File: config.mk
export PLATFORM = sky130hd
export DESIGN_NAME = sha256_byte_stream_hash_unit
export DESIGN_NICKNAME = d
export VERILOG_FILES = /design/src/rtl/core/s256_pkg.sv /design/src/rtl/core/s256_ram.sv /design/src/rtl/core/sha256_byte_stream_hash_unit.sv
export SDC_FILE = /design/constraint.sdc
export NUM_CORES = 2
export LEC_CHECK = 0
export ABC_AREA = 1
export BUFFER_PORTS_ARGS = -buffer_cell sky130_fd_sc_hd__buf_2
export CAP_MARGIN = 40
export CORE_MARGIN = 3
export CORE_UTILIZATION = 50
export CTS_CLUSTER_SIZE = 14
export DETAILED_ROUTE_END_ITERATION = 8
export HOLD_SLACK_MARGIN = 0.15
export PLACE_DENSITY = 0.65
export SLEW_MARGIN = 25
export SYNTH_ARGS = -nofsm -noshare
export SYNTH_HDL_FRONTEND = slang
export SYNTH_SLANG_ARGS = --single-unit
File: constraint.sdc
create_clock -name clk -period 15.1 [get_ports clk]
set_input_delay 0.755 -clock clk [delete_from_list [all_inputs] [get_ports clk]]
set_output_delay 0.755 -clock clk [all_outputs]
set_load 0.03 [all_outputs]
File: src/rtl/core/s256_pkg.sv
`default_nettype none

package s256_pkg;

	localparam int unsigned BLOCK_WORDS = 16;
	localparam int unsigned BLOCK_AW    = 4;
	localparam int unsigned ROUNDS      = 64;

	localparam logic [7:0] PAD_MARK = 8'h80;
	localparam logic [5:0] LEN_POS  = 6'd56;
	localparam logic [5:0] FILL_TOP = 6'd63;

	localparam logic [31:0] INIT_H [8] = '{
		32'h6a09e667, 32'hbb67ae85, 32'h3c6ef372, 32'ha54ff53a,
		32'h510e527f, 32'h9b05688c, 32'h1f83d9ab, 32'h5be0cd19
	};

	localparam logic [31:0] ROUND_K [64] = '{
		32'h428a2f98, 32'h71374491, 32'hb5c0fbcf, 32'he9b5dba5,
		32'h3956c25b, 32'h59f111f1, 32'h923f82a4, 32'hab1c5ed5,
		32'hd807aa98, 32'h12835b01, 32'h243185be, 32'h550c7dc3,
		32'h72be5d74, 32'h80deb1fe, 32'h9bdc06a7, 32'hc19bf174,
		32'he49b69c1, 32'hefbe4786, 32'h0fc19dc6, 32'h240ca1cc,
		32'h2de92c6f, 32'h4a7484aa, 32'h5cb0a9dc, 32'h76f988da,
		32'h983e5152, 32'ha831c66d, 32'hb00327c8, 32'hbf597fc7,
		32'hc6e00bf3, 32'hd5a79147, 32'h06ca6351, 32'h14292967,
		32'h27b70a85, 32'h2e1b2138, 32'h4d2c6dfc, 32'h53380d13,
		32'h650a7354, 32'h766a0abb, 32'h81c2c92e, 32'h92722c85,
		32'ha2bfe8a1, 32'ha81a664b, 32'hc24b8b70, 32'hc76c51a3,
		32'hd192e819, 32'hd6990624, 32'hf40e3585, 32'h106aa070,
		32'h19a4c116, 32'h1e376c08, 32'h2748774c, 32'h34b0bcb5,
		32'h391c0cb3, 32'h4ed8aa4a, 32'h5b9cca4f, 32'h682e6ff3,
		32'h748f82ee, 32'h78a5636f, 32'h84c87814, 32'h8cc70208,
		32'h90befffa, 32'ha4506ceb, 32'hbef9a3f7, 32'hc67178f2
	};

	function automatic logic [31:0] big_sig0(input logic [31:0] x);
		big_sig0 = {x[1:0], x[31:2]} ^ {x[12:0], x[31:13]} ^ {x[21:0], x[31:22]};
	endfunction

	function automatic logic [31:0] big_sig1(input logic [31:0] x);
		big_sig1 = {x[5:0], x[31:6]} ^ {x[10:0], x[31:11]} ^ {x[24:0], x[31:25]};
	endfunction

	function automatic logic [31:0] small_sig0(input logic [31:0] x);
		small_sig0 = {x[6:0], x[31:7]} ^ {x[17:0], x[31:18]} ^ {3'b000, x[31:3]};
	endfunction

	function automatic logic [31:0] small_sig1(input logic [31:0] x);
		small_sig1 = {x[16:0], x[31:17]} ^ {x[18:0], x[31:19]} ^ {10'd0, x[31:10]};
	endfunction

endpackage

`default_nettype wire

File: src/rtl/core/s256_ram.sv
`default_nettype none

module s256_ram #(
	parameter int unsigned WIDTH = 32,
	parameter int unsigned DEPTH = 16
) (
	input  wire logic                     clk,
	input  wire logic                     wr_en,
	input  wire logic [$clog2(DEPTH)-1:0] wr_addr,
	input  wire logic [WIDTH-1:0]         wr_data,
	input  wire logic                     rd_en,
	input  wire logic [$clog2(DEPTH)-1:0] rd_addr,
	output logic      [WIDTH-1:0]         rd_data
);

	logic [WIDTH-1:0] mem_q [DEPTH];

	always_ff @(posedge clk) begin
		if (wr_en) begin
			mem_q[wr_addr] <= wr_data;
		end
		if (rd_en) begin
			rd_data <= mem_q[rd_addr];
		end
	end

endmodule

`default_nettype wire

File: src/rtl/core/sha256_byte_stream_hash_unit.sv
`default_nettype none

// SHA-256 over a byte stream. Each accepted word on the byte channel carries at
// most one message byte (has_byte) and may close the message (end_of_message);
// an idle word with neither flag changes nothing. After a plain byte the block is
// ready again on the next cycle. Bytes are packed into 32-bit words in a 16-entry
// block RAM; the 64th byte of a block starts a compression that stalls the byte
// channel: it streams the block out of the RAM (one read per cycle, registered
// read data) into the schedule window, runs 64 rounds at one round per cycle,
// and then folds the result into the chaining words. Closing a message feeds the
// padding marker, zero bytes and the 64-bit big-endian bit length through the
// same byte path at one byte per cycle while no compression runs, so finishing
// costs up to 72 padding bytes plus one or two compressions; then eight digest
// words, H0 first, leave through a registered output that honors digest_stall.
// After the eighth word the unit returns to the initial hash values and takes
// the next message while that word may still wait.

module sha256_byte_stream_hash_unit
	import s256_pkg::*;
(
	input  wire logic        clk,
	input  wire logic        arst_n,
	input  wire logic        byte_valid,
	output logic             byte_stall,
	input  wire logic [7:0]  data_byte,
	input  wire logic        has_byte,
	input  wire logic        end_of_message,
	output logic             digest_valid,
	input  wire logic        digest_stall,
	output logic      [31:0] digest_word,
	output logic      [2:0]  word_index,
	output logic             last_word
);

	typedef enum logic [5:0] {
		ST_IDLE  = 6'b000001,
		ST_PAD   = 6'b000010,
		ST_LOAD  = 6'b000100,
		ST_ROUND = 6'b001000,
		ST_ADD   = 6'b010000,
		ST_OUT   = 6'b100000
	} state_t;

	state_t      st_q;
	logic [31:0] chain_q [8];
	logic [31:0] v_q [8];
	logic [31:0] w_q [BLOCK_WORDS];
	logic [63:0] bitlen_q;
	logic [63:0] len_q;
	logic [5:0]  fill_q;
	logic [23:0] part_q;
	logic        fin_q;
	logic        mark_q;
	logic        len_act_q;
	logic        last_q;
	logic [4:0]  ld_cnt_q;
	logic [5:0]  rnd_q;
	logic [2:0]  oidx_q;

	logic        accept;
	logic        put_en;
	logic [7:0]  put_byte;
	logic        put_len;
	logic        blk_full;
	logic [63:0] len_nx;
	logic        ram_we;
	logic [31:0] ram_rd;
	logic        ram_re;
	logic        out_free;

	logic [31:0] t1;
	logic [31:0] t2;
	logic [31:0] w_new;

	assign accept   = byte_valid && !byte_stall;
	assign out_free = !digest_valid || !digest_stall;
	assign len_nx   = bitlen_q + (has_byte ? 64'd8 : 64'd0);

	// Pick the byte that enters the block: a message byte while idle, else padding.
	always_comb begin
		put_en   = 1'b0;
		put_byte = data_byte;
		put_len  = 1'b0;
		unique case (st_q)
			ST_IDLE: begin
				put_en = accept && has_byte;
			end
			ST_PAD: begin
				put_en = 1'b1;
				priority if (mark_q) begin
					put_byte = PAD_MARK;
				end else if (len_act_q || fill_q == LEN_POS) begin
					put_byte = len_q[63:56];
					put_len  = 1'b1;
				end else begin
					put_byte = 8'h00;
				end
			end
			ST_LOAD, ST_ROUND, ST_ADD, ST_OUT: begin
				put_en = 1'b0;
			end
			default: begin
				put_en = 1'b0;
			end
		endcase
	end

	assign blk_full = put_en && fill_q == FILL_TOP;
	assign ram_we   = put_en && fill_q[1:0] == 2'd3;
	assign ram_re   = st_q == ST_LOAD;

	s256_ram #(
		.WIDTH(32),
		.DEPTH(BLOCK_WORDS)
	) u_blk_ram (
		.clk    (clk),
		.wr_en  (ram_we),
		.wr_addr(fill_q[5:2]),
		.wr_data({part_q, put_byte}),
		.rd_en  (ram_re),
		.rd_addr(ld_cnt_q[BLOCK_AW-1:0]),
		.rd_data(ram_rd)
	);

	// One compression round and the next schedule word.
	always_comb begin
		t1 = v_q[7] + big_sig1(v_q[4]) + ((v_q[4] & v_q[5]) ^ (~v_q[4] & v_q[6]))
			+ ROUND_K[rnd_q] + w_q[0];
		t2 = big_sig0(v_q[0])
			+ ((v_q[0] & v_q[1]) ^ (v_q[0] & v_q[2]) ^ (v_q[1] & v_q[2]));
		w_new = small_sig1(w_q[14]) + w_q[9] + small_sig0(w_q[1]) + w_q[0];
	end

	assign byte_stall = st_q != ST_IDLE;

	// Control.
	always_ff @(posedge clk or negedge arst_n) begin
		if (!arst_n) begin
			st_q         <= ST_IDLE;
			fill_q       <= '0;
			bitlen_q     <= '0;
			fin_q        <= 1'b0;
			mark_q       <= 1'b0;
			len_act_q    <= 1'b0;
			last_q       <= 1'b0;
			ld_cnt_q     <= '0;
			rnd_q        <= '0;
			oidx_q       <= '0;
			digest_valid <= 1'b0;
			for (int i = 0; i < 8; i++) begin
				chain_q[i] <= INIT_H[i];
			end
		end else begin
			if (put_en) begin
				fill_q <= fill_q + 6'd1;
			end
			if (st_q == ST_OUT && out_free) begin
				digest_valid <= 1'b1;
			end else if (digest_valid && !digest_stall) begin
				digest_valid <= 1'b0;
			end
			unique case (st_q)
				ST_IDLE: begin
					if (accept) begin
						bitlen_q <= len_nx;
						if (end_of_message) begin
							fin_q     <= 1'b1;
							mark_q    <= 1'b1;
							len_act_q <= 1'b0;
						end
						priority if (blk_full) begin
							ld_cnt_q <= '0;
							st_q     <= ST_LOAD;
						end else if (end_of_message) begin
							st_q <= ST_PAD;
						end else begin
							st_q <= ST_IDLE;
						end
					end
				end
				ST_PAD: begin
					mark_q <= 1'b0;
					if (put_len) begin
						len_act_q <= 1'b1;
					end
					if (blk_full) begin
						last_q   <= put_len;
						ld_cnt_q <= '0;
						st_q     <= ST_LOAD;
					end
				end
				ST_LOAD: begin
					ld_cnt_q <= ld_cnt_q + 5'd1;
					if (ld_cnt_q == 5'(BLOCK_WORDS)) begin
						rnd_q <= '0;
						st_q  <= ST_ROUND;
					end
				end
				ST_ROUND: begin
					rnd_q <= rnd_q + 6'd1;
					if (rnd_q == 6'(ROUNDS - 1)) begin
						st_q <= ST_ADD;
					end
				end
				ST_ADD: begin
					for (int i = 0; i < 8; i++) begin
						chain_q[i] <= chain_q[i] + v_q[i];
					end
					oidx_q <= '0;
					priority if (last_q) begin
						st_q <= ST_OUT;
					end else if (fin_q) begin
						st_q <= ST_PAD;
					end else begin
						st_q <= ST_IDLE;
					end
				end
				ST_OUT: begin
					if (out_free) begin
						oidx_q <= oidx_q + 3'd1;
						if (oidx_q == 3'd7) begin
							// Restart the chain for the next message.
							for (int i = 0; i < 8; i++) begin
								chain_q[i] <= INIT_H[i];
							end
							bitlen_q  <= '0;
							fin_q     <= 1'b0;
							last_q    <= 1'b0;
							len_act_q <= 1'b0;
							st_q      <= ST_IDLE;
						end
					end
				end
				default: begin
					st_q <= ST_IDLE;
				end
			endcase
		end
	end

	// Datapath registers; no reset needed.
	always_ff @(posedge clk) begin
		if (put_en && fill_q[1:0] != 2'd3) begin
			part_q <= {part_q[15:0], put_byte};
		end
		if (st_q == ST_IDLE && accept && end_of_message) begin
			len_q <= len_nx;
		end else if (st_q == ST_PAD && put_len) begin
			len_q <= {len_q[55:0], 8'h00};
		end
		if (st_q == ST_LOAD) begin
			if (ld_cnt_q == '0) begin
				for (int i = 0; i < 8; i++) begin
					v_q[i] <= chain_q[i];
				end
			end else begin
				for (int i = 0; i < BLOCK_WORDS - 1; i++) begin
					w_q[i] <= w_q[i+1];
				end
				w_q[BLOCK_WORDS-1] <= ram_rd;
			end
		end
		if (st_q == ST_ROUND) begin
			for (int i = 0; i < BLOCK_WORDS - 1; i++) begin
				w_q[i] <= w_q[i+1];
			end
			w_q[BLOCK_WORDS-1] <= w_new;
			v_q[7] <= v_q[6];
			v_q[6] <= v_q[5];
			v_q[5] <= v_q[4];
			v_q[4] <= v_q[3] + t1;
			v_q[3] <= v_q[2];
			v_q[2] <= v_q[1];
			v_q[1] <= v_q[0];
			v_q[0] <= t1 + t2;
		end
		if (st_q == ST_OUT && out_free) begin
			digest_word <= chain_q[oidx_q];
			word_index  <= oidx_q;
			last_word   <= oidx_q == 3'd7;
		end
	end

	// Consecutive digest words count up, wrapping from the last word to the next digest.
	a_word_order: assert property (@(posedge clk) disable iff (!arst_n)
		digest_valid && !digest_stall |=>
			!digest_valid || word_index == $past(word_index) + 3'd1)
		else $error("digest word index out of order");

	// A compression always starts on a block boundary.
	a_load_aligned: assert property (@(posedge clk) disable iff (!arst_n)
		st_q == ST_LOAD |-> fill_q == '0)
		else $error("compression started on a partial block");

	// The last round hands over to the chain update.
	a_round_end: assert property (@(posedge clk) disable iff (!arst_n)
		st_q == ST_ROUND && rnd_q == 6'(ROUNDS - 1) |=> st_q == ST_ADD)
		else $error("round loop did not end after the last round");

	// Digest words leave only after the final padded block.
	a_out_clean: assert property (@(posedge clk) disable iff (!arst_n)
		st_q == ST_OUT |-> fill_q == '0 && last_q && fin_q)
		else $error("digest output before padding finished");

endmodule

`default_nettype wire

==> impl_metrics.yaml <==
hold_path:
  hold_path.class: "in2reg"
  holdPathStages: 4
timing:
  final.setup.tns_ns: 0
  worstMarginPinSlew_ns: 1.15
  setup_viol: 0
  drv_slew: 0
  fin_crit_sh_pct: 62.5
  max_freq_mhz: 106
  finalHoldViolations: 0
  period_needed_ns: 9.44
  maxSlewHeadroom_pct: 23.3
  finClkSkew_ns: 0.105
  rsz0062_at_grt: "false"
clock_network:
  clk_transition_reported_paths_ns: 0.06
  cts_max_path_buffers: 3
  cts_htree_levels: 4
  cts_sinks: 1781
  worstSkewPairLatency_ns: 0.92
  cts_made_buffers: 190
  clockRootBuffer: "clkbuf_16"
  cts_tree: "built"
  cts_setup_buffers: 0
logic_synthesis:
  synthFlopType: "edfxtp_1"
  ys_ff_latch: 1781
  syn-num-nets: 11746
  yosys-top-cells-area: "edfxtp_1 (42%), nand2_1 (8.5%), o21ai_0 (5.6%), dfrtp_1 (5.2%), inv_1 (4.9%)"
  synth.avg_cell_area_sq_um: 9.15
  synth.top_cell.area_share_pct: 42.2
  ys_types: 73
  synth-seq-area-share_pct: 50.9
  synth_edf_count: 1433
  yosysWarnings: 0
  synthCells: 11139
  synth_top_area_cell: "edfxtp_1"
  async_reset_ff_share_pct: 19.5
  syn_area_sq_um: 102000
layout:
  nets: 11761
  drive_gt1_share_pct: 6.49
  fillers: 18082
  areaGrowthSynthToFinish_pct: 10.1
detailed_routing:
  ant_nets: 0
  routed_wl_um: 401000
  via_count: 84868
  first_iter_violations: 10751
  drc: 0
  dr.pass1.iters: 8
  wire_per_inst_um: 28.6
  viasPerCell: 6.06
global_route:
  grt_max_degree: 176
  grt_overflow: 0
  grt_pass1_wl_um: 567000
  grt_pass1_vias: 80307
  grtUsageTotal_pct: 37.4
  antenna_found_initial: 24
critical_path:
  rr_worst_depth: 35
  worstSetupPathType: "reg2reg"
  worstSetupEndpointType: "flip-flop"
  slowest_stage: "nor2_1"
  critPathArrivalTime_ns: 10.01
  worst_path_most_repeated_cell: "inv_1"
  required_ns: 15.68
  slowest_delay_ns: 0.65
  startpoint_type: "flip-flop"
  cp_max_fo: 31
floorplan:
  ios: 52
  dieArea_sq_um: 209000
  num_rows: 165
  initial_core_util_pct: 50.3
  die_y_um: 458
  die_x_um: 458
  core_area_sq_um: 203000
placed_design:
  portBuffers: 51
  post-dp-hpwl_um: 301000
  globalplace.congestion: 1.06
outcome:
  status: "finished, final reports clean"
flow_run:
  cap_violations: 0
layout make-up:
| cell class | instances | area [sq um] | share of cell area, % |
|---|---|---|---|
| multi-input combinational | 7635 | 43600 | 38.9 |
| timing repair buffer | 199 | 1760 | 1.56 |
| clock buffer | 230 | 4940 | 4.40 |
| tap | 2672 | 3340 | 2.98 |
| antenna | 9 | 22.5 | 0.0201 |
| sequential | 1781 | 51900 | 46.3 |
| inverter | 1347 | 5080 | 4.53 |
| clock inverter | 128 | 1530 | 1.36 |
sequential cells by signal, indices dropped and copies added, names as in the netlist, 3 cells and up:
name / flops
v_q: 256
chain_q: 256
w_q: 512
u_blk_ram.rd_data: 32
word_index: 3
part_q: 24
digest_word: 32
ld_cnt_q: 5
fill_q: 6
u_blk_ram.mem_q: 512
rnd_q: 6
st_q: 6
oidx_q: 3
bitlen_q: 61
len_q: 61
layout by cell type, fill, tap and decap left out, types with 28 or more instances in the layout:
cell type  count
clkinv_2      30
clkbuf_16    191
fa_1         195
dfstp_2      137
a21boi_0      33
xor2_1       274
o21a_1        39
nand3_1      476
nor2_4        29
clkbuf_1      38
nand3b_1      28
inv_1       1332
o21bai_1      52
a21o_1        55
buf_2         71
edfxtp_1    1433
o21ai_0     1145
xnor2_1      183
nand4_1      140
o22ai_1      260
nor3_1        93
clkinv_1      36
a21oi_1      597
buf_4         98
ha_1         398
o211ai_1      42
a31oi_1       65
nor2_1      1018
nand2_1     2311
dfrtp_1      207
through the flow:
stage                     setup WS (ns)  instance area (sq um)  std cells  hold slack (ns)  util [%]
after floorplan                    1.11                 102000      11139            0.400         -
after global placement             5.63                 105000      13589            0.400      51.9
after detailed placement           6.06                 105000      13613            0.405      52.0
after CTS                          5.97                 112000      13972            0.232      55.2
after global routing               5.24                 112000      13993            0.255      55.4
final                              5.66                 112000      14001            0.283      55.4
cell families (layout without fill, tap and decap cells):
group                    Yosys count  count (layout)  synth area share (%)
XOR/XNOR                         458             458                  3.94
flip-flops                      1781            1781                  50.9
AND/OR/NAND/NOR                 4201            4201                  17.0
adder cells (fa/ha/maj)          594             594                  8.72
buffers and inverters           1723            1904                  6.46
AO/OA/AOI/OAI                   2382            2382                  12.9
other                              0               9                     0
path summary, 6_finish.rpt:
| kind | start | endpoint | slack (ns) |
|---|---|---|---|
| max | rnd_q[2] | v_q[0][22] | 5.66 |
| max reg2reg | rnd_q[2] | v_q[0][22] | 5.66 |
| min reg2reg | w_q[0][153] | w_q[0][121] | 0.38 |
| min | byte_valid | st_q[0] | 0.28 |
| max in group asynchronous | arst_n | chain_q[226] | 12.87 |
| min in group asynchronous | arst_n | chain_q[184] | 0.40 |
routing by layer:
metal / track usage, % / wire [um] / vias to the layer above / part of all wire, %
met5: 0 / 90 / - / 0.022
met1: 49.6 / 158000 / 41361 / 40
li1: - / - / 37869 / -
met4: 19.2 / 24700 / 14 / 6.2
met2: 56.9 / 176000 / 4657 / 44
met3: 9.54 / 41500 / 967 / 10
Yosys cell counts (28+ instances only):
master / n
nand3b_1: 28
clkbuf_1: 264
ha_1: 398
o21bai_1: 52
a21o_1: 55
o211ai_1: 42
inv_1: 1338
o21a_1: 39
nor3_1: 94
a21boi_0: 33
xnor2_1: 183
xor2_1: 274
nor2_1: 1039
dfstp_2: 137
edfxtp_1: 1433
o21ai_0: 1146
fa_1: 195
a31oi_1: 65
nand2_1: 2315
dfrtp_1: 211
o22ai_1: 260
buf_2: 82
nand3_1: 476
nand4_1: 140
a21oi_1: 597
critical path, delay by kind of cell (launching register included):
family | cells | cell delay [ns]
buf+inv | 8 | 1.44
simple gates | 15 | 2.67
flops | 1 | 0.34
xor+xnor | 1 | 0.36
compound gates | 5 | 1.49
fa+ha+maj | 6 | 2.81
repair_timing:
item                      in CTS  in global routing
hold endpoints to repair      37                  0
resized for setup              0                  0
hold buffers                   1                  0
Power is left out: the tool's default activity adds up to more than one toggle a clock period on the data nets, which glitch-free logic cannot reach.
